[config.mk]
export PLATFORM = sky130hd
export DESIGN_NAME = key_click_classifier_flat
export DESIGN_NICKNAME = d
export VERILOG_FILES = /design/src/design/kcc_pkg.sv /design/src/design/kcc_in_if.sv /design/src/design/kcc_res_if.sv /design/src/design/kcc_cfg_if.sv /design/src/design/key_click_classifier.sv /design/src/design/kcc_lane.sv /design/src/design/kcc_merge.sv /design/src/flat_wrapper.sv
export SDC_FILE = /design/constraint.sdc
export NUM_CORES = 1
export LEC_CHECK = 0
export CAP_MARGIN = 25
export CORE_AREA = 2 2 279 281
export CTS_BUF_LIST = sky130_fd_sc_hd__clkbuf_4 sky130_fd_sc_hd__clkbuf_8 sky130_fd_sc_hd__clkbuf_16
export CTS_CLUSTER_DIAMETER = 40
export DETAILED_ROUTE_END_ITERATION = 6
export DIE_AREA = 0 0 281 283
export DONT_BUFFER_PORTS = 1
export PLACE_DENSITY = 0.55
export SYNTH_ARGS = -nofsm -noshare
export SYNTH_HDL_FRONTEND = slang
export SYNTH_SLANG_ARGS = --single-unit
[constraint.sdc]
create_clock -name i_clk -period 9.5 [get_ports i_clk]
set_input_delay 0.95 -clock i_clk [delete_from_list [all_inputs] [get_ports i_clk]]
set_output_delay 0.95 -clock i_clk [all_outputs]
set_load 0.05 [all_outputs]
[src/design/kcc_pkg.sv]
`default_nettype none

package kcc_pkg;

    // Number of keys handled side by side; the poll fields carry FIELD_W of them.
    localparam int KEYS      = 4;
    localparam int FIELD_W   = 4;
    localparam int TIME_W    = 32;
    localparam int CFG_W     = 16;
    localparam int CFG_IDX_W = 2;

    localparam logic [CFG_IDX_W-1:0] REG_DOUBLE_WINDOW = CFG_IDX_W'(0);
    localparam logic [CFG_IDX_W-1:0] REG_LONG_PRESS    = CFG_IDX_W'(1);

    localparam logic [CFG_W-1:0] DOUBLE_WINDOW_RST = CFG_W'(400);
    localparam logic [CFG_W-1:0] LONG_PRESS_RST    = CFG_W'(800);

    // What one key lane reports for the current poll.
    typedef struct packed {
        logic single_click;
        logic double_click;
        logic long_press;
    } t_hit;

    typedef struct packed {
        logic [FIELD_W-1:0] single_clicks;
        logic [FIELD_W-1:0] double_clicks;
        logic [FIELD_W-1:0] long_presses;
    } t_res;

endpackage

`default_nettype wire

[src/design/kcc_in_if.sv]
`default_nettype none

interface kcc_in_if;
    logic                                 valid;
    logic                                 ready;
    logic [kcc_pkg::TIME_W-1:0]           now_ms;
    logic [kcc_pkg::FIELD_W-1:0]          press_edges;
    logic [kcc_pkg::FIELD_W-1:0]          released_levels;

    modport source (output valid, now_ms, press_edges, released_levels, input ready);
    modport sink   (input valid, now_ms, press_edges, released_levels, output ready);
endinterface

`default_nettype wire

[src/design/kcc_res_if.sv]
`default_nettype none

interface kcc_res_if;
    logic                                 valid;
    logic                                 ready;
    logic [kcc_pkg::FIELD_W-1:0]          single_clicks;
    logic [kcc_pkg::FIELD_W-1:0]          double_clicks;
    logic [kcc_pkg::FIELD_W-1:0]          long_presses;

    modport source (output valid, single_clicks, double_clicks, long_presses, input ready);
    modport sink   (input valid, single_clicks, double_clicks, long_presses, output ready);
endinterface

`default_nettype wire

[src/design/kcc_cfg_if.sv]
`default_nettype none

interface kcc_cfg_if;
    logic                                 valid;
    logic                                 ready;
    logic [kcc_pkg::CFG_IDX_W-1:0]        index;
    logic [kcc_pkg::CFG_W-1:0]            data;

    modport source (output valid, index, data, input ready);
    modport sink   (input valid, index, data, output ready);
endinterface

`default_nettype wire

[src/design/key_click_classifier.sv]
// Key click classifier: each poll transfer carries a millisecond timestamp plus, for four
// keys, a press-edge bit and a released-level bit; the matching result transfer carries one
// bit per key for single click, double click and long press. One poll is taken every clock
// cycle while ready is high (ready drops while the skid entry is full) and its result is
// registered; each per-key lane updates its phase and timestamps from a 32-bit wrapping
// subtract and a compare against the 16-bit limit. A two-entry output (result register
// plus skid entry) keeps the poll side open while one result waits to be taken. A double
// click needs the second press strictly inside the window after release; a single click is
// reported once the gap strictly exceeds the window; a long press needs a hold strictly
// longer than the long-press limit. Register 0 is the double-click window (reset 400 ms),
// register 1 the long-press limit (reset 800 ms); other indexes are ignored. Write them
// only while no poll is in flight.
`default_nettype none

module key_click_classifier (
    input  wire logic     i_clk,
    input  wire logic     i_rst_n,
    kcc_in_if.sink        i_in,
    kcc_cfg_if.sink       i_cfg,
    kcc_res_if.source     o_res
);
    import kcc_pkg::*;

    // configuration registers
    logic [CFG_W-1:0]   r_window;
    logic [CFG_W-1:0]   r_long;

    logic               w_accept;
    logic               w_ready;
    t_hit [KEYS-1:0]    w_hits;

    // Writes always complete; unknown indexes drop the data.
    assign i_cfg.ready = 1'b1;

    always_ff @(posedge i_clk) begin
        if (!i_rst_n) begin
            r_window <= DOUBLE_WINDOW_RST;
            r_long   <= LONG_PRESS_RST;
        end else if (i_cfg.valid) begin
            unique case (i_cfg.index)
                REG_DOUBLE_WINDOW: r_window <= i_cfg.data;
                REG_LONG_PRESS:    r_long   <= i_cfg.data;
                default: ;
            endcase
        end
    end

    // A poll transfer moves every lane one step at the same edge.
    assign i_in.ready = w_ready;
    assign w_accept   = i_in.valid && w_ready;

    // One lane per key; keys beyond the poll fields see no edge and read pressed.
    for (genvar k = 0; k < KEYS; k++) begin : g_lane
        logic w_edge, w_released;
        if (k < FIELD_W) begin : g_in
            assign w_edge     = i_in.press_edges[k];
            assign w_released = i_in.released_levels[k];
        end else begin : g_none
            assign w_edge     = 1'b0;
            assign w_released = 1'b0;
        end

        kcc_lane u_lane (
            .i_clk      (i_clk),
            .i_rst_n    (i_rst_n),
            .i_en       (w_accept),
            .i_now_ms   (i_in.now_ms),
            .i_edge     (w_edge),
            .i_released (w_released),
            .i_window   (r_window),
            .i_long     (r_long),
            .o_hit      (w_hits[k])
        );
    end

    // Merge lane hits into the result and hold it for the sink.
    kcc_merge u_merge (
        .i_clk    (i_clk),
        .i_rst_n  (i_rst_n),
        .i_accept (w_accept),
        .i_hits   (w_hits),
        .o_ready  (w_ready),
        .o_res    (o_res)
    );

endmodule

`default_nettype wire

[src/design/kcc_lane.sv]
`default_nettype none

// One key: phase machine plus its press and release timestamps.
module kcc_lane (
    input  wire logic                         i_clk,
    input  wire logic                         i_rst_n,
    input  wire logic                         i_en,
    input  wire logic [kcc_pkg::TIME_W-1:0]   i_now_ms,
    input  wire logic                         i_edge,
    input  wire logic                         i_released,
    input  wire logic [kcc_pkg::CFG_W-1:0]    i_window,
    input  wire logic [kcc_pkg::CFG_W-1:0]    i_long,
    output kcc_pkg::t_hit                     o_hit
);
    import kcc_pkg::*;

    typedef enum logic [1:0] {
        PH_IDLE,
        PH_PRESSED,
        PH_WAIT,
        PH_LONG
    } t_phase;

    t_phase              r_phase, n_phase;
    logic [TIME_W-1:0]   r_press_time, n_press_time;
    logic [TIME_W-1:0]   r_release_time, n_release_time;
    logic                r_suppress, n_suppress;
    logic [TIME_W-1:0]   w_gap_press, w_gap_release;
    logic                w_hold_over, w_gap_over, w_gap_under;

    // Wrapping elapsed times; upper half non-zero means beyond any 16-bit limit.
    assign w_gap_press   = i_now_ms - r_press_time;
    assign w_gap_release = i_now_ms - r_release_time;
    assign w_hold_over   = (w_gap_press[TIME_W-1:CFG_W] != '0)
                         || (w_gap_press[CFG_W-1:0] > i_long);
    assign w_gap_over    = (w_gap_release[TIME_W-1:CFG_W] != '0)
                         || (w_gap_release[CFG_W-1:0] > i_window);
    assign w_gap_under   = (w_gap_release[TIME_W-1:CFG_W] == '0)
                         && (w_gap_release[CFG_W-1:0] < i_window);

    always_comb begin
        n_phase        = r_phase;
        n_press_time   = r_press_time;
        n_release_time = r_release_time;
        n_suppress     = r_suppress;
        o_hit          = '0;
        unique case (r_phase)
            PH_IDLE: begin
                // fresh press: zero hold, so no long press and no timeout this poll
                if (i_edge) begin
                    n_press_time = i_now_ms;
                    n_suppress   = 1'b0;
                    if (i_released) begin
                        n_phase        = PH_WAIT;
                        n_release_time = i_now_ms;
                    end else begin
                        n_phase = PH_PRESSED;
                    end
                end
            end
            PH_PRESSED: begin
                if (w_hold_over) begin
                    o_hit.long_press = 1'b1;
                    n_suppress       = 1'b1;
                    n_phase          = i_released ? PH_IDLE : PH_LONG;
                end else if (i_released) begin
                    n_phase        = PH_WAIT;
                    n_release_time = i_now_ms;
                end
            end
            PH_WAIT: begin
                // gap equal to the window: neither outcome, keep waiting
                if (i_edge && w_gap_under) begin
                    o_hit.double_click = 1'b1;
                    n_suppress         = 1'b1;
                    n_phase            = PH_IDLE;
                end else if (w_gap_over) begin
                    o_hit.single_click = !r_suppress;
                    n_phase            = PH_IDLE;
                end
            end
            PH_LONG: begin
                if (i_released) begin
                    n_phase = PH_IDLE;
                end
            end
            default: begin
                n_phase = PH_IDLE;
            end
        endcase
    end

    always_ff @(posedge i_clk) begin
        if (!i_rst_n) begin
            r_phase        <= PH_IDLE;
            r_press_time   <= '0;
            r_release_time <= '0;
            r_suppress     <= 1'b1;
        end else if (i_en) begin
            r_phase        <= n_phase;
            r_press_time   <= n_press_time;
            r_release_time <= n_release_time;
            r_suppress     <= n_suppress;
        end
    end

endmodule

`default_nettype wire

[src/design/kcc_merge.sv]
`default_nettype none

// Packs lane hits into the result vectors; output register plus one skid entry.
module kcc_merge (
    input  wire logic                              i_clk,
    input  wire logic                              i_rst_n,
    input  wire logic                              i_accept,
    input  kcc_pkg::t_hit [kcc_pkg::KEYS-1:0]      i_hits,
    output logic                                   o_ready,
    kcc_res_if.source                              o_res
);
    import kcc_pkg::*;

    t_res   w_res;
    t_res   r_out, r_skid;
    logic   r_out_valid, r_skid_valid;
    logic   w_take;

    for (genvar j = 0; j < FIELD_W; j++) begin : g_bit
        if (j < KEYS) begin : g_key
            assign w_res.single_clicks[j] = i_hits[j].single_click;
            assign w_res.double_clicks[j] = i_hits[j].double_click;
            assign w_res.long_presses[j]  = i_hits[j].long_press;
        end else begin : g_none
            assign w_res.single_clicks[j] = 1'b0;
            assign w_res.double_clicks[j] = 1'b0;
            assign w_res.long_presses[j]  = 1'b0;
        end
    end

    assign w_take  = r_out_valid && o_res.ready;
    assign o_ready = !r_skid_valid;

    always_ff @(posedge i_clk) begin
        if (!i_rst_n) begin
            r_out_valid  <= 1'b0;
            r_skid_valid <= 1'b0;
        end else if (r_skid_valid) begin
            if (w_take) begin
                r_out        <= r_skid;
                r_skid_valid <= 1'b0;
            end
        end else if (i_accept) begin
            if (!r_out_valid || w_take) begin
                r_out       <= w_res;
                r_out_valid <= 1'b1;
            end else begin
                r_skid       <= w_res;
                r_skid_valid <= 1'b1;
            end
        end else if (w_take) begin
            r_out_valid <= 1'b0;
        end
    end

    assign o_res.valid         = r_out_valid;
    assign o_res.single_clicks = r_out.single_clicks;
    assign o_res.double_clicks = r_out.double_clicks;
    assign o_res.long_presses  = r_out.long_presses;

endmodule

`default_nettype wire

[src/flat_wrapper.sv]
// flat-port wrapper written by rule: the top's interface ports become plain ports
module key_click_classifier_flat import kcc_pkg::*;
  (i_clk, i_rst_n, i_in_valid, i_in_now_ms, i_in_press_edges, i_in_released_levels, i_in_ready, i_cfg_valid, i_cfg_index, i_cfg_data, i_cfg_ready, o_res_valid, o_res_single_clicks, o_res_double_clicks, o_res_long_presses, o_res_ready);
  kcc_in_if i_in_i ();
  kcc_cfg_if i_cfg_i ();
  kcc_res_if o_res_i ();
  input  wire logic i_clk;
  input  wire logic i_rst_n;
  input wire logic [$bits(i_in_i.valid)-1:0] i_in_valid;
  input wire logic [$bits(i_in_i.now_ms)-1:0] i_in_now_ms;
  input wire logic [$bits(i_in_i.press_edges)-1:0] i_in_press_edges;
  input wire logic [$bits(i_in_i.released_levels)-1:0] i_in_released_levels;
  output wire logic [$bits(i_in_i.ready)-1:0] i_in_ready;
  input wire logic [$bits(i_cfg_i.valid)-1:0] i_cfg_valid;
  input wire logic [$bits(i_cfg_i.index)-1:0] i_cfg_index;
  input wire logic [$bits(i_cfg_i.data)-1:0] i_cfg_data;
  output wire logic [$bits(i_cfg_i.ready)-1:0] i_cfg_ready;
  output wire logic [$bits(o_res_i.valid)-1:0] o_res_valid;
  output wire logic [$bits(o_res_i.single_clicks)-1:0] o_res_single_clicks;
  output wire logic [$bits(o_res_i.double_clicks)-1:0] o_res_double_clicks;
  output wire logic [$bits(o_res_i.long_presses)-1:0] o_res_long_presses;
  input wire logic [$bits(o_res_i.ready)-1:0] o_res_ready;
  assign i_in_i.valid = i_in_valid;
  assign i_in_i.now_ms = i_in_now_ms;
  assign i_in_i.press_edges = i_in_press_edges;
  assign i_in_i.released_levels = i_in_released_levels;
  assign i_in_ready = i_in_i.ready;
  assign i_cfg_i.valid = i_cfg_valid;
  assign i_cfg_i.index = i_cfg_index;
  assign i_cfg_i.data = i_cfg_data;
  assign i_cfg_ready = i_cfg_i.ready;
  assign o_res_valid = o_res_i.valid;
  assign o_res_single_clicks = o_res_i.single_clicks;
  assign o_res_double_clicks = o_res_i.double_clicks;
  assign o_res_long_presses = o_res_i.long_presses;
  assign o_res_i.ready = o_res_ready;
  key_click_classifier u_core (.i_clk(i_clk), .i_rst_n(i_rst_n), .i_in(i_in_i), .i_cfg(i_cfg_i), .o_res(o_res_i));
endmodule
* Word-level counts from Yosys, hierarchy flattened
Cells that the tools add are included.
** Storage, ports and cells
- Bits in registers :: 326
- Input port bits :: 63
- Word-level logic and storage cells :: 268
** Operators by class
- Add/sub/neg operators :: 8
- $lt $le $gt $ge :: 12
- Equal/unequal tests :: 43
- Multiplexer cells :: 103
- Bitwise operators :: 2
- Reduce and logical (&&, ||, !) cells :: 74
** Operators with widths (count)
- $mux 32 :: 12
- $pmux 32 s2 :: 4
- $sub 32x32->32 :: 8
- $gt 16x16->1 :: 8
- $reduce_bool 16->1 :: 8
- $mux 2 :: 36
- $logic_not 16->1 :: 4
- $lt 16x16->1 :: 4
- $mux 12 :: 4
- $ne 2x2->1 const B :: 21
- $reduce_and 5->1 :: 8
- $mux 1 :: 39
- $pmux 2 s4 :: 4
- $ne 3x3->1 const B :: 8
- $reduce_and 4->1 :: 6
- $eq 2x2->1 const B :: 8
- $reduce_and 3->1 :: 5
- $reduce_bool 2->1 :: 7
- $pmux 1 s3 :: 4
- $reduce_bool 3->1 :: 4
- $eq 2x1->1 const B :: 5
- $logic_and 1x1->1 :: 10
- $logic_not 2->1 :: 5
- $logic_or 1x1->1 :: 9
- other kinds (4) :: 11

* Logic depth before layout (Yosys ltp)
Gate-level depths: netlist of run 1.
- Depth in word-level cells :: 9
- Depth in mapped cells :: 24

* By module
From an unflattened synthesis of run 1, not the netlist that was laid out.
** Second synthesis, totals
- Cell total of the unflattened synthesis :: 4506
- Area total of the unflattened synthesis :: 33537.2 µm²
** Modules (own cells, without submodules)
- kcc_lane at u_core.g_lane[2].u_lane ... :: times used 2, cells an instance 1072, area each 7579.8 µm², seq. area each 1341.3 µm²
- kcc_lane at u_core.g_lane[0].u_lane :: times used 1, cells an instance 1080, area each 8051.5 µm², seq. area each 1341.3 µm²
- kcc_lane at u_core.g_lane[1].u_lane :: times used 1, cells an instance 1099, area each 8016.4 µm², seq. area each 1341.3 µm²
- key_click_classifier :: times used 1, cells an instance 131, area each 1292.5 µm², seq. area each 640.6 µm²
- kcc_merge :: times used 1, cells an instance 52, area each 1017.2 µm², seq. area each 760.7 µm²

* Worst setup path after synthesis of run 1
No wires, ideal clock.
- Path type :: in2reg
- Start :: in i_in_now_ms[0]
- End :: reg u_core.g_lane[1].u_lane.r_release_time[10]
- Arrival time :: 5.551 ns
- Data required time :: 9.428 ns
- Path slack :: 3.878 ns
- Stages :: 20
- Buffers on the path :: 1
- Cells stage by stage :: inv_1 -> ha_1 -> fa_1 -> nand2b_1 -> a21oi_1 -> nor3_1 -> o41ai_1 -> xor2_1 -> ha_1 -> nand4_1 -> a21oi_1 -> a2111oi_0 -> o31a_1 -> o2111ai_1 -> or4_4 -> nor4b_4 -> nand3_2 -> a211oi_4 -> buf_8 -> mux2i_1
** Between the ends
- Longest elaborated chain between the ends :: 5
** RTL lines
- start, declared :: RTL line flat_wrapper.sv:10 : input wire logic [$bits(i_in_i.now_ms)-1:0] i_in_now_ms;
- $sub 32x32->32 (*) :: RTL line kcc_lane.sv:32 : assign w_gap_press = i_now_ms - r_press_time;
- $gt 16x16->1 / $reduce_bool 16->1 (equally long branches) :: RTL line kcc_lane.sv:35, kcc_lane.sv:34
- $logic_or 1x1->1 (*) :: RTL line kcc_lane.sv:35 : || (w_gap_press[CFG_W-1:0] > i_long);
- $ne 2x2->1 (no line) (*)
- $reduce_and 4->1 (no line) (*)
- end signal, assigned :: RTL line kcc_lane.sv:102 : r_release_time <= n_release_time;
- end, declared :: RTL line kcc_lane.sv:26 : logic [TIME_W-1:0] r_release_time, n_release_time;
Every way passes the cells marked *; elsewhere a longest branch is shown, timed or not.
A chain may end at the register's enable or synchronous reset.

* Worst setup path in the final report of run 1
- Start :: in i_in_now_ms[0]
- End :: reg u_core.g_lane[2].u_lane.r_release_time[4]
** Between the ends
- Longest elaborated chain between the ends :: 5
** RTL lines (RTL line)
- $sub 32x32->32 (*) :: kcc_lane.sv:32
- $gt 16x16->1 / $reduce_bool 16->1 (equally long branches) :: kcc_lane.sv:35, kcc_lane.sv:34
- $logic_or 1x1->1 (*) :: kcc_lane.sv:35
- $ne 2x2->1 (no line) (*)
- $reduce_and 4->1 (no line) (*)
- end signal, assigned :: kcc_lane.sv:102
- end, declared :: kcc_lane.sv:26
Marks and branches as above.

==> flow_summary.html, run 1 <==
<table>
<tr><th>Metric</th><th>Value</th></tr>
<tr><th colspan="2">Synth</th></tr>
<tr><td>Synthesized Nets</td><td>4,785</td></tr>
<tr><td>Warnings from Yosys</td><td>0</td></tr>
<tr><td>Part of the Yosys area used for sequential elements</td><td>21.22%</td></tr>
<tr><td>Synthesized netlist cell count</td><td>4,318</td></tr>
<tr><td>Most used DFF post-synth</td><td>dfxtp_1</td></tr>
<tr><td>Post-synth EDFFs</td><td>24</td></tr>
<tr><td>Summed instance area of the synthesized netlist</td><td>31,890 sq um</td></tr>
<tr><td>Mean Syn Cell Area</td><td>7.385 sq um</td></tr>
<tr><td>Post-synth cell types</td><td>105</td></tr>
<tr><td>FF+latch count, synth</td><td>326</td></tr>
<tr><td>Proportion of register bits with asynchronous set or reset after synthesis</td><td>0%</td></tr>
<tr><th colspan="2">Setup path</th></tr>
<tr><td>Classification of the worst setup path</td><td>in2reg</td></tr>
<tr><td>Slowest cell on the critical path</td><td>a2111oi_2</td></tr>
<tr><td>Data arrival time of the critical path</td><td>6860 ps</td></tr>
<tr><td>Maximum fanout along the worst path</td><td>32</td></tr>
<tr><td>Crit path largest cell delay</td><td>750 ps</td></tr>
<tr><td>Required time of the critical path</td><td>10,060 ps</td></tr>
<tr><td>Cell type with the highest occurrence count on the critical path</td><td>ha_1</td></tr>
<tr><td>Endpoint kind of the worst setup timing path</td><td>register</td></tr>
<tr><td>Worst-path cell chain</td><td>inv_1 &gt; ha_1 &gt; fa_1 &gt; nand2b_1 &gt; a21oi_1 &gt; o211ai_1 &gt; nor2b_1 &gt; xnor2_1 &gt; ha_1 &gt; nand4_1 &gt; or4_1 &gt; o21ai_0 &gt; a21boi_0 &gt; nand4b_1 &gt; a2111oi_2 &gt; nand3_1 &gt; a211oi_4 &gt; buf_4 &gt; mux2i_1</td></tr>
<tr><td>Critical Path Start Type</td><td>primary input</td></tr>
<tr><th colspan="2">Drt</th></tr>
<tr><td>Detailed-routing iteration count for the pre-antenna-repair pass</td><td>7</td></tr>
<tr><td>Detailed-routed wire length on met2</td><td>49,830 um</td></tr>
<tr><td>Initial drt markers</td><td>2,423</td></tr>
<tr><td>Wire length on met1</td><td>50,480 um</td></tr>
<tr><td>DR WL/cell</td><td>20.56 um</td></tr>
<tr><td>Detailed-route via count</td><td>30,730</td></tr>
<tr><td>Routed met3 length</td><td>5612 um</td></tr>
<tr><td>Via-to-Cell Ratio</td><td>5.751</td></tr>
<tr><td>Number of routed nets with antenna violations</td><td>0</td></tr>
<tr><td>Number of remaining DRC errors</td><td>0</td></tr>
<tr><td>Final routed wirelength across all metal layers</td><td>109,900 um</td></tr>
<tr><td>Top layer reached by signal wires</td><td>met4</td></tr>
<tr><th colspan="2">Floorplanning</th></tr>
<tr><td>Starting density of the core</td><td>41.57%</td></tr>
<tr><td>Die ar.</td><td>79,520 sq um</td></tr>
<tr><td>Number of ports placed on the die boundary</td><td>78</td></tr>
<tr><td>Standard-cell rows</td><td>102</td></tr>
<tr><td>Vertical die dimension</td><td>283 um</td></tr>
<tr><td>Die Wd</td><td>281 um</td></tr>
<tr><td>Core Box Area</td><td>76,700 sq um</td></tr>
<tr><th colspan="2">Placed design</th></tr>
<tr><td>Placer congestion estimate</td><td>0.9246</td></tr>
<tr><td>DP HPWL</td><td>82,710 um</td></tr>
<tr><td>Port Buf Inserts</td><td>0</td></tr>
<tr><th colspan="2">Job</th></tr>
<tr><td>Number of max-capacitance violations reported</td><td>0</td></tr>
<tr><th colspan="2">CTS</th></tr>
<tr><td>Total number of clock tree sinks</td><td>326</td></tr>
<tr><td>Clock-pin slew on the worst setup and hold paths</td><td>50 ps</td></tr>
<tr><td>Total of cells resized after clock tree synthesis</td><td>0</td></tr>
<tr><td>Max H-tree Level</td><td>3</td></tr>
<tr><td>Post-CTS repair timing setup buffer count</td><td>0</td></tr>
<tr><td>Root buffer cell</td><td>clkbuf_16</td></tr>
<tr><td>Total clock buffers created by CTS</td><td>77</td></tr>
<tr><td>Source-to-sink clock delay at the later pin of the worst-skew pair</td><td>630 ps</td></tr>
<tr><td>Hold buffer count at cts</td><td>0</td></tr>
<tr><td>Maximum clock insertion buffer count</td><td>3</td></tr>
<tr><td>TritonCTS clock tree</td><td>done</td></tr>
<tr><th colspan="2">Run status</th></tr>
<tr><td>Run status</td><td>finished, final reports clean</td></tr>
<tr><th colspan="2">Global routing</th></tr>
<tr><td>Maximum number of pins on one net before global-route repair</td><td>147</td></tr>
<tr><td>Number of antenna violations at the first check in global routing</td><td>0</td></tr>
<tr><td>GR Overflow Total</td><td>0</td></tr>
<tr><td>Number of global-route vias before repair</td><td>29,050</td></tr>
<tr><td>All-Layer GR Usage</td><td>27.07%</td></tr>
<tr><td>Wire length of the first global-routing pass</td><td>169,500 um</td></tr>
<tr><th colspan="2">Hold path</th></tr>
<tr><td>Hold Path Class</td><td>in2reg</td></tr>
<tr><th colspan="2">Layout</th></tr>
<tr><td>Area overhead of the layout relative to synthesis</td><td>10.84%</td></tr>
<tr><td>Number of fill cells in the layout</td><td>7,935</td></tr>
<tr><td>Area of the multi-input gates</td><td>23,040 sq um</td></tr>
<tr><td>Ratio of cells with drive above 1 in the final layout</td><td>5.670%</td></tr>
<tr><td>Number of nets in the finished design</td><td>4,705</td></tr>
<tr><td>Sequential standard cell area</td><td>6766 sq um</td></tr>
<tr><th colspan="2">Timing</th></tr>
<tr><td>Setup Skew</td><td>20.96 ps</td></tr>
<tr><td>Total Neg Setup Slack</td><td>0 ps</td></tr>
<tr><td>Final slew viol count</td><td>0</td></tr>
<tr><td>Worst max-slew margin expressed relative to the limit</td><td>27.04%</td></tr>
<tr><td>Fmax</td><td>158.6 MHz</td></tr>
<tr><td>Post-route minimum period</td><td>6306 ps</td></tr>
<tr><td>Final Hold Violating Endpoints</td><td>0</td></tr>
<tr><td>Final setup violation count</td><td>0</td></tr>
<tr><td>Final worst-path cycle share</td><td>66.38%</td></tr>
<tr><td>Transition time of the tightest slew-check pin</td><td>1067 ps</td></tr>
<tr><td>RSZ-0062 raised after global routing</td><td>false</td></tr>
<tr><td>Hold Worst Slack</td><td>422.1 ps</td></tr>
<tr><th colspan="2">Pwr</th></tr>
<tr><td>Worst IR Drop VDD</td><td>118.7 uV</td></tr>
<tr><td>Pleak</td><td>0.01355 uW</td></tr>
<tr><td>Pwr Density</td><td>171.6 nW/um^2</td></tr>
</table>
-- cells in the final DEF (no fill, tap or decap), drive strengths merged, types with 11 or more instances in the layout --
cell and instances:
or4 12, xor2 57, a221oi 11, a211oi 44, edfxtp 24, o21bai 20
nand2 722, nor2 260, nor2b 35, buf 20, xnor2 110, clkinv 18
or2 16, and2 22, and3 34, o21ai 182, a21oi 499, ha 396
a21boi 11, inv 377, mux2 16, dfxtp 302, nand2b 53, a31oi 46
nand3 60, or3 26, o2111ai 17, nand3b 11, o211ai 54, nor3 83
a2111oi 27, o31ai 25, nor4 27, o21a 65, nand4 93, mux2i 151
clkbuf 86, a21o 91, clkinvlp 12
-- state kept, by name, summed over array words and instances, names as in the netlist --
name	count
u_core.g_lane.u_lane.r_phase	8
u_core.g_lane.u_lane.r_press_time	128
u_core.g_lane.u_lane.r_release_time	128
u_core.g_lane.u_lane.r_suppress	4
u_core.r_long	16
u_core.r_window	16
u_core.u_merge.o_res.double_clicks	4
u_core.u_merge.o_res.long_presses	4
u_core.u_merge.o_res.single_clicks	4
u_core.u_merge.o_res.valid	1
u_core.u_merge.r_skid	12
u_core.u_merge.r_skid_valid	1
-- where the power goes --
group / internal [uW] / total (uW) / switching, uW
registers: 1460 / 1510 / 50.6
clock network: 1780 / 2770 / 990
logic: 697 / 1790 / 1090
total: 3940 / 6070 / 2130
-- path summary, 6_finish.rpt --
path                                                               from                                                endpoint  slack, ps  cells after the start
hold / removal                                              o_res_ready                  u_core.u_merge.r_skid_valid$_SDFF_PN0_        420                      1
setup reg to reg   u_core.g_lane[2].u_lane.r_press_time[0]$_SDFFE_PN0P_  u_core.g_lane[2].u_lane.r_release_time[4]$_SDFFE_PN0P_       3540                     18
hold reg to reg   u_core.g_lane[1].u_lane.r_press_time[22]$_SDFFE_PN0P_   u_core.g_lane[1].u_lane.r_press_time[22]$_SDFFE_PN0P_        450                      2
setup / recovery                                         i_in_now_ms[0]  u_core.g_lane[2].u_lane.r_release_time[4]$_SDFFE_PN0P_       3190                     19
-- per-layer routing --
layer / up-vias / track usage, %
met3: 177 / 3.661
met4: 0 / 9.786
met1: 14430 / 36.19
li1: 15310 / -
met2: 812 / 44.27
met5: - / 0
-- stage by stage --
| stage | setup slack (ps) | power (uW) | utilization [%] | cells | area [sq um] |
|---|---|---|---|---|---|
| 5_1_grt | 2913 | 6390 | 46.08 | 5343 | 35340 |
| 3_3_place_gp | 2495 | 3282 | 42.49 | 5197 | 32590 |
| 2_1_floorplan | 3878 | 2883 | - | 4318 | 31890 |
| 6_report | 3194 | 6066 | 46.08 | 5344 | 35340 |
| 4_1_cts | 3294 | 6088 | 46.07 | 5342 | 35330 |
| 3_5_place_dp | 2653 | 3286 | 42.52 | 5198 | 32620 |
-- logic make-up (layout without fill, tap and decap cells) --
group	count (synthesis)	after routing	synth area share (%)
other cells	1	2	0.01176
fa+ha+maj	404	404	16.04
compound gates	1224	1224	24.59
buf+inv	535	520	6.639
simple gates	1494	1494	21.60
mux	167	167	5.305
flops	326	326	21.22
xor+xnor	167	167	4.587
-- cells in the mapped netlist (10+ instances only) --
cell / number / area [sq um]
a2111oi_0: 21 / 183.9
a211oi_1: 40 / 300.3
a21boi_0: 10 / 75.07
a21o_1: 91 / 683.2
a21oi_1: 494 / 2472
a221oi_1: 10 / 87.58
a31oi_1: 46 / 287.8
and2_1: 22 / 137.6
and3_1: 34 / 212.7
clkbuf_1: 156 / 585.6
dfxtp_1: 302 / 6046
edfxtp_1: 24 / 720.7
ha_1: 396 / 4955
inv_1: 355 / 1333
mux2_2: 16 / 180.2
mux2i_1: 151 / 1511
nand2_1: 722 / 2710
nand2b_1: 53 / 331.6
nand3_1: 59 / 295.3
nand3b_1: 11 / 82.58
nand4_1: 93 / 581.8
nor2_1: 260 / 975.9
nor2b_1: 35 / 219.0
nor3_1: 81 / 405.4
nor4_1: 25 / 156.4
o2111ai_1: 17 / 148.9
o211ai_1: 53 / 397.9
o21a_1: 65 / 488.0
o21ai_0: 175 / 875.8
o21bai_1: 19 / 142.6
o31ai_1: 25 / 187.7
or2_2: 14 / 87.58
or3_1: 25 / 156.4
or4_1: 11 / 82.58
xnor2_1: 110 / 963.4
xor2_1: 57 / 499.2
-- cell type report --
class	count	area share, %
clock buffer	86	5.799
timing repair buffer	20	0.4814
clock inverter	58	1.894
inverter	356	3.795
antenna	1	0.007080
sequential	326	19.14
tap	1040	3.682
multi-input combinational	3457	65.20
-- critical path: cells and delay by family --
kind / cells / cell delay (ps)
AOI/OAI and AO/OA: 6 / 2170
and+or+nand+nor: 6 / 1430
adders and majority gates: 3 / 1010
buffers and inverters: 2 / 760
muxes: 1 / 260
xor gates and xnor gates: 1 / 150
No activity file was read; power rests on OpenSTA's default activity.
==> run 2, diff against run 1 <==
==> constraint.sdc (replaced) <==
create_clock -name i_clk -period 6.3 [get_ports i_clk]
set_input_delay 0.63 -clock i_clk [delete_from_list [all_inputs] [get_ports i_clk]]
set_output_delay 0.63 -clock i_clk [all_outputs]
set_load 0.05 [all_outputs]
==> run 2 against run 1 <==
Clock power is 56% higher. Via count is 0.51% higher. Critical path type is now reg2reg. Die area stayed put. Critical path depth stayed put. Design area is 0.41% higher. Flip-flop and latch count stayed put. Sequential share of layout area is 0.078 points lower. Clock skew hardly changed. Register-to-register slack worse by 2800 ps.
==> flow_summary.html, run 2 (same netlist as run 1, synthesis figures left out) <==
<table>
<tr><th>Metric</th><th>Value</th></tr>
<tr><th colspan="2">Pwr</th></tr>
<tr><td>Clock network fraction of design power</td><td>46.5%</td></tr>
<tr><td>Pleak</td><td>0.01367 uW</td></tr>
<tr><td>Switching portion of total power</td><td>33.36%</td></tr>
<tr><td>Sequential share of power</td><td>24.5%</td></tr>
<tr><td>Net load switching power</td><td>3094 uW</td></tr>
<tr><td>Worst IR Drop VDD</td><td>207.7 uV</td></tr>
<tr><td>Internal Pwr Total</td><td>6181 uW</td></tr>
<tr><td>Comb pwr share</td><td>28.9%</td></tr>
<tr><td>Pwr Density</td><td>261.4 nW/um^2</td></tr>
<tr><th colspan="2">CTS</th></tr>
<tr><td>Source-to-sink clock delay at the later pin of the worst-skew pair</td><td>620 ps</td></tr>
<tr><td>Total clock buffers created by CTS</td><td>77</td></tr>
<tr><td>Max H-tree Level</td><td>3</td></tr>
<tr><td>Clock-pin slew on the worst setup and hold paths</td><td>60 ps</td></tr>
<tr><td>Total of cells resized after clock tree synthesis</td><td>0</td></tr>
<tr><td>Root buffer cell</td><td>clkbuf_16</td></tr>
<tr><td>Hold buffer count at cts</td><td>0</td></tr>
<tr><td>Maximum clock insertion buffer count</td><td>3</td></tr>
<tr><td>Total number of clock tree sinks</td><td>326</td></tr>
<tr><td>Post-CTS repair timing setup buffer count</td><td>0</td></tr>
<tr><td>TritonCTS clock tree</td><td>done</td></tr>
<tr><th colspan="2">Run status</th></tr>
<tr><td>Run status</td><td>finished, final reports clean</td></tr>
<tr><th colspan="2">Floorplanning</th></tr>
<tr><td>Die Wd</td><td>281 um</td></tr>
<tr><td>Die ar.</td><td>79,520 sq um</td></tr>
<tr><td>Core Box Area</td><td>76,700 sq um</td></tr>
<tr><td>Standard-cell rows</td><td>102</td></tr>
<tr><td>Number of ports placed on the die boundary</td><td>78</td></tr>
<tr><td>Starting density of the core</td><td>41.57%</td></tr>
<tr><td>Vertical die dimension</td><td>283 um</td></tr>
<tr><th colspan="2">Timing</th></tr>
<tr><td>Transition time of the tightest slew-check pin</td><td>983.6 ps</td></tr>
<tr><td>Worst max-slew margin expressed relative to the limit</td><td>32.73%</td></tr>
<tr><td>Final slew viol count</td><td>0</td></tr>
<tr><td>Setup Skew</td><td>20.56 ps</td></tr>
<tr><td>Final Hold Violating Endpoints</td><td>0</td></tr>
<tr><td>RSZ-0062 raised after global routing</td><td>false</td></tr>
<tr><td>Fmax</td><td>179.9 MHz</td></tr>
<tr><td>Final setup violation count</td><td>0</td></tr>
<tr><td>Final worst-path cycle share</td><td>88.25%</td></tr>
<tr><td>Total Neg Setup Slack</td><td>0 ps</td></tr>
<tr><td>Post-route minimum period</td><td>5560 ps</td></tr>
<tr><th colspan="2">Global routing</th></tr>
<tr><td>Number of antenna violations at the first check in global routing</td><td>2</td></tr>
<tr><td>All-Layer GR Usage</td><td>27.40%</td></tr>
<tr><td>Maximum number of pins on one net before global-route repair</td><td>147</td></tr>
<tr><td>Number of global-route vias before repair</td><td>28,790</td></tr>
<tr><td>Wire length of the first global-routing pass</td><td>170,700 um</td></tr>
<tr><td>GR Overflow Total</td><td>0</td></tr>
<tr><th colspan="2">Placed design</th></tr>
<tr><td>Cell count after placement</td><td>5,206</td></tr>
<tr><td>DP HPWL</td><td>82,980 um</td></tr>
<tr><td>Placer congestion estimate</td><td>0.9277</td></tr>
<tr><td>Port Buf Inserts</td><td>0</td></tr>
<tr><th colspan="2">Layout</th></tr>
<tr><td>Area overhead of the layout relative to synthesis</td><td>11.30%</td></tr>
<tr><td>Non-filler instance count after layout</td><td>5,345</td></tr>
<tr><td>Top flop regs</td><td>u_core.g_lane.u_lane.r_press_time x128, u_core.g_lane.u_lane.r_release_time x128</td></tr>
<tr><td>Count of antenna diodes in the layout</td><td>0</td></tr>
<tr><td>Most common cell after layout, fill and taps aside</td><td>nand2_1</td></tr>
<tr><td>Ratio of cells with drive above 1 in the final layout</td><td>5.668%</td></tr>
<tr><td>Number of fill cells in the layout</td><td>7,925</td></tr>
<tr><td>Number of nets in the finished design</td><td>4,713</td></tr>
<tr><td>Commonest non-fill, non-tap cells in the layout</td><td>nand2_1 (722), a21oi_1 (494), ha_1 (396)</td></tr>
<tr><th colspan="2">Drt</th></tr>
<tr><td>DR WL/cell</td><td>20.81 um</td></tr>
<tr><td>Number of remaining DRC errors</td><td>0</td></tr>
<tr><td>Number of routed nets with antenna violations</td><td>0</td></tr>
<tr><td>Final routed wirelength across all metal layers</td><td>111,200 um</td></tr>
<tr><td>Via-to-Cell Ratio</td><td>5.779</td></tr>
<tr><td>Detailed-routing iteration count for the pre-antenna-repair pass</td><td>6</td></tr>
<tr><td>Initial drt markers</td><td>2,547</td></tr>
<tr><td>Detailed-route via count</td><td>30,890</td></tr>
<tr><th colspan="2">Setup path</th></tr>
<tr><td>Endpoint kind of the worst setup timing path</td><td>register</td></tr>
<tr><td>Worst-path cell chain</td><td>ha_1 &gt; fa_1 &gt; nand2b_1 &gt; a21oi_1 &gt; nor3_1 &gt; o41ai_1 &gt; xor2_1 &gt; ha_1 &gt; nand4_1 &gt; a21oi_1 &gt; a2111oi_0 &gt; o31a_1 &gt; o2111ai_1 &gt; or4_4 &gt; nor4b_4 &gt; nand3_2 &gt; a211oi_4 &gt; buf_4 &gt; mux2i_1</td></tr>
<tr><td>Slowest cell on the critical path</td><td>o41ai_1</td></tr>
<tr><td>Critical Path Start Type</td><td>register</td></tr>
<tr><td>Count of buffering cells on the critical path with inverters included</td><td>1</td></tr>
<tr><td>Required time of the critical path</td><td>6830 ps</td></tr>
<tr><td>Classification of the worst setup path</td><td>reg2reg</td></tr>
<tr><td>Maximum fanout along the worst path</td><td>9</td></tr>
<tr><td>Worst path top cell family by delay</td><td>compound AO/OA/AOI/OAI gates</td></tr>
<tr><td>Crit path largest cell delay</td><td>830 ps</td></tr>
<tr><td>Data arrival time of the critical path</td><td>6090 ps</td></tr>
<tr><th colspan="2">Job</th></tr>
<tr><td>Number of max-capacitance violations reported</td><td>0</td></tr>
<tr><th colspan="2">Hold path</th></tr>
<tr><td>Hold Path Class</td><td>in2reg</td></tr>
</table>
-- run 2: worst reg2reg max path, cell delays in order (launching register included) --
cell and delay [ps]:
dfxtp_1 320, ha_1 210, fa_1 400, nand2b_1 180, a21oi_1 190, nor3_1 120
o41ai_1 830, xor2_1 150, ha_1 310, nand4_1 120, a21oi_1 70, a2111oi_0 390
o31a_1 220, o2111ai_1 100, or4_4 460, nor4b_4 400, nand3_2 170, a211oi_4 300
buf_4 290, mux2i_1 240
-- run 2: metrics by stage --
| step | setup WS [ps] | total power, uW | hold slack [ps] | util, % | cell area (sq um) |
|---|---|---|---|---|---|
| global route | 344.2 | 9764 | 103.0 | 46.27 | 35490 |
| floorplan | 997.7 | 4347 | 434.7 | - | 31890 |
| detailed placement | 255.9 | 4946 | 446.4 | 42.60 | 32680 |
| CTS | 707.5 | 9306 | 87.94 | 46.23 | 35460 |
| global placement | 385.9 | 4949 | 441.4 | 42.60 | 32680 |
| finish | 740.2 | 9276 | 112.2 | 46.27 | 35490 |
-- run 2: power groups by stage --
stage                     Sequential [uW]  Clock [uW]  Combinational (uW)
after global placement               2310           0                2640
after CTS                            2270        4380                2650
after floorplan                      2290           0                2050
after detailed placement             2310           0                2630
final                                2280        4320                2680
after global routing                 2290        4480                3000
-- run 2: area by class of cell --
| type | count | area, sq um | share of cell area, % |
|---|---|---|---|
| Sequential cell | 326 | 6766 | 19.07 |
| Tap cell | 1040 | 1301 | 3.667 |
| Multi-Input combinational cell | 3457 | 23040 | 64.92 |
| Inverter | 356 | 1341 | 3.779 |
| Clock inverter | 42 | 589.3 | 1.661 |
| Clock buffer | 96 | 2196 | 6.187 |
| Timing Repair Buffer | 28 | 255.2 | 0.7192 |
-- run 2: metal layers --
| metal | global-route usage (%) | wire, um |
|---|---|---|
| met3 | 3.851 | 6317 |
| met5 | 0 | 0 |
| met2 | 44.33 | 49850 |
| met4 | 10.48 | 4507 |
| met1 | 36.70 | 50570 |
-- run 2: final timing paths --
path | slack [ps] | cells past startpoint | start | endpoint
max | 740 | 19 | u_core.g_lane[1].u_lane.r_press_time[0]$_SDFFE_PN0P_ | u_core.g_lane[1].u_lane.r_release_time[0]$_SDFFE_PN0P_
max reg2reg | 740 | 19 | u_core.g_lane[1].u_lane.r_press_time[0]$_SDFFE_PN0P_ | u_core.g_lane[1].u_lane.r_release_time[0]$_SDFFE_PN0P_
min reg2reg | 450 | 2 | u_core.g_lane[2].u_lane.r_press_time[8]$_SDFFE_PN0P_ | u_core.g_lane[2].u_lane.r_press_time[8]$_SDFFE_PN0P_
min | 110 | 1 | o_res_ready | u_core.u_merge.r_skid_valid$_SDFF_PN0_
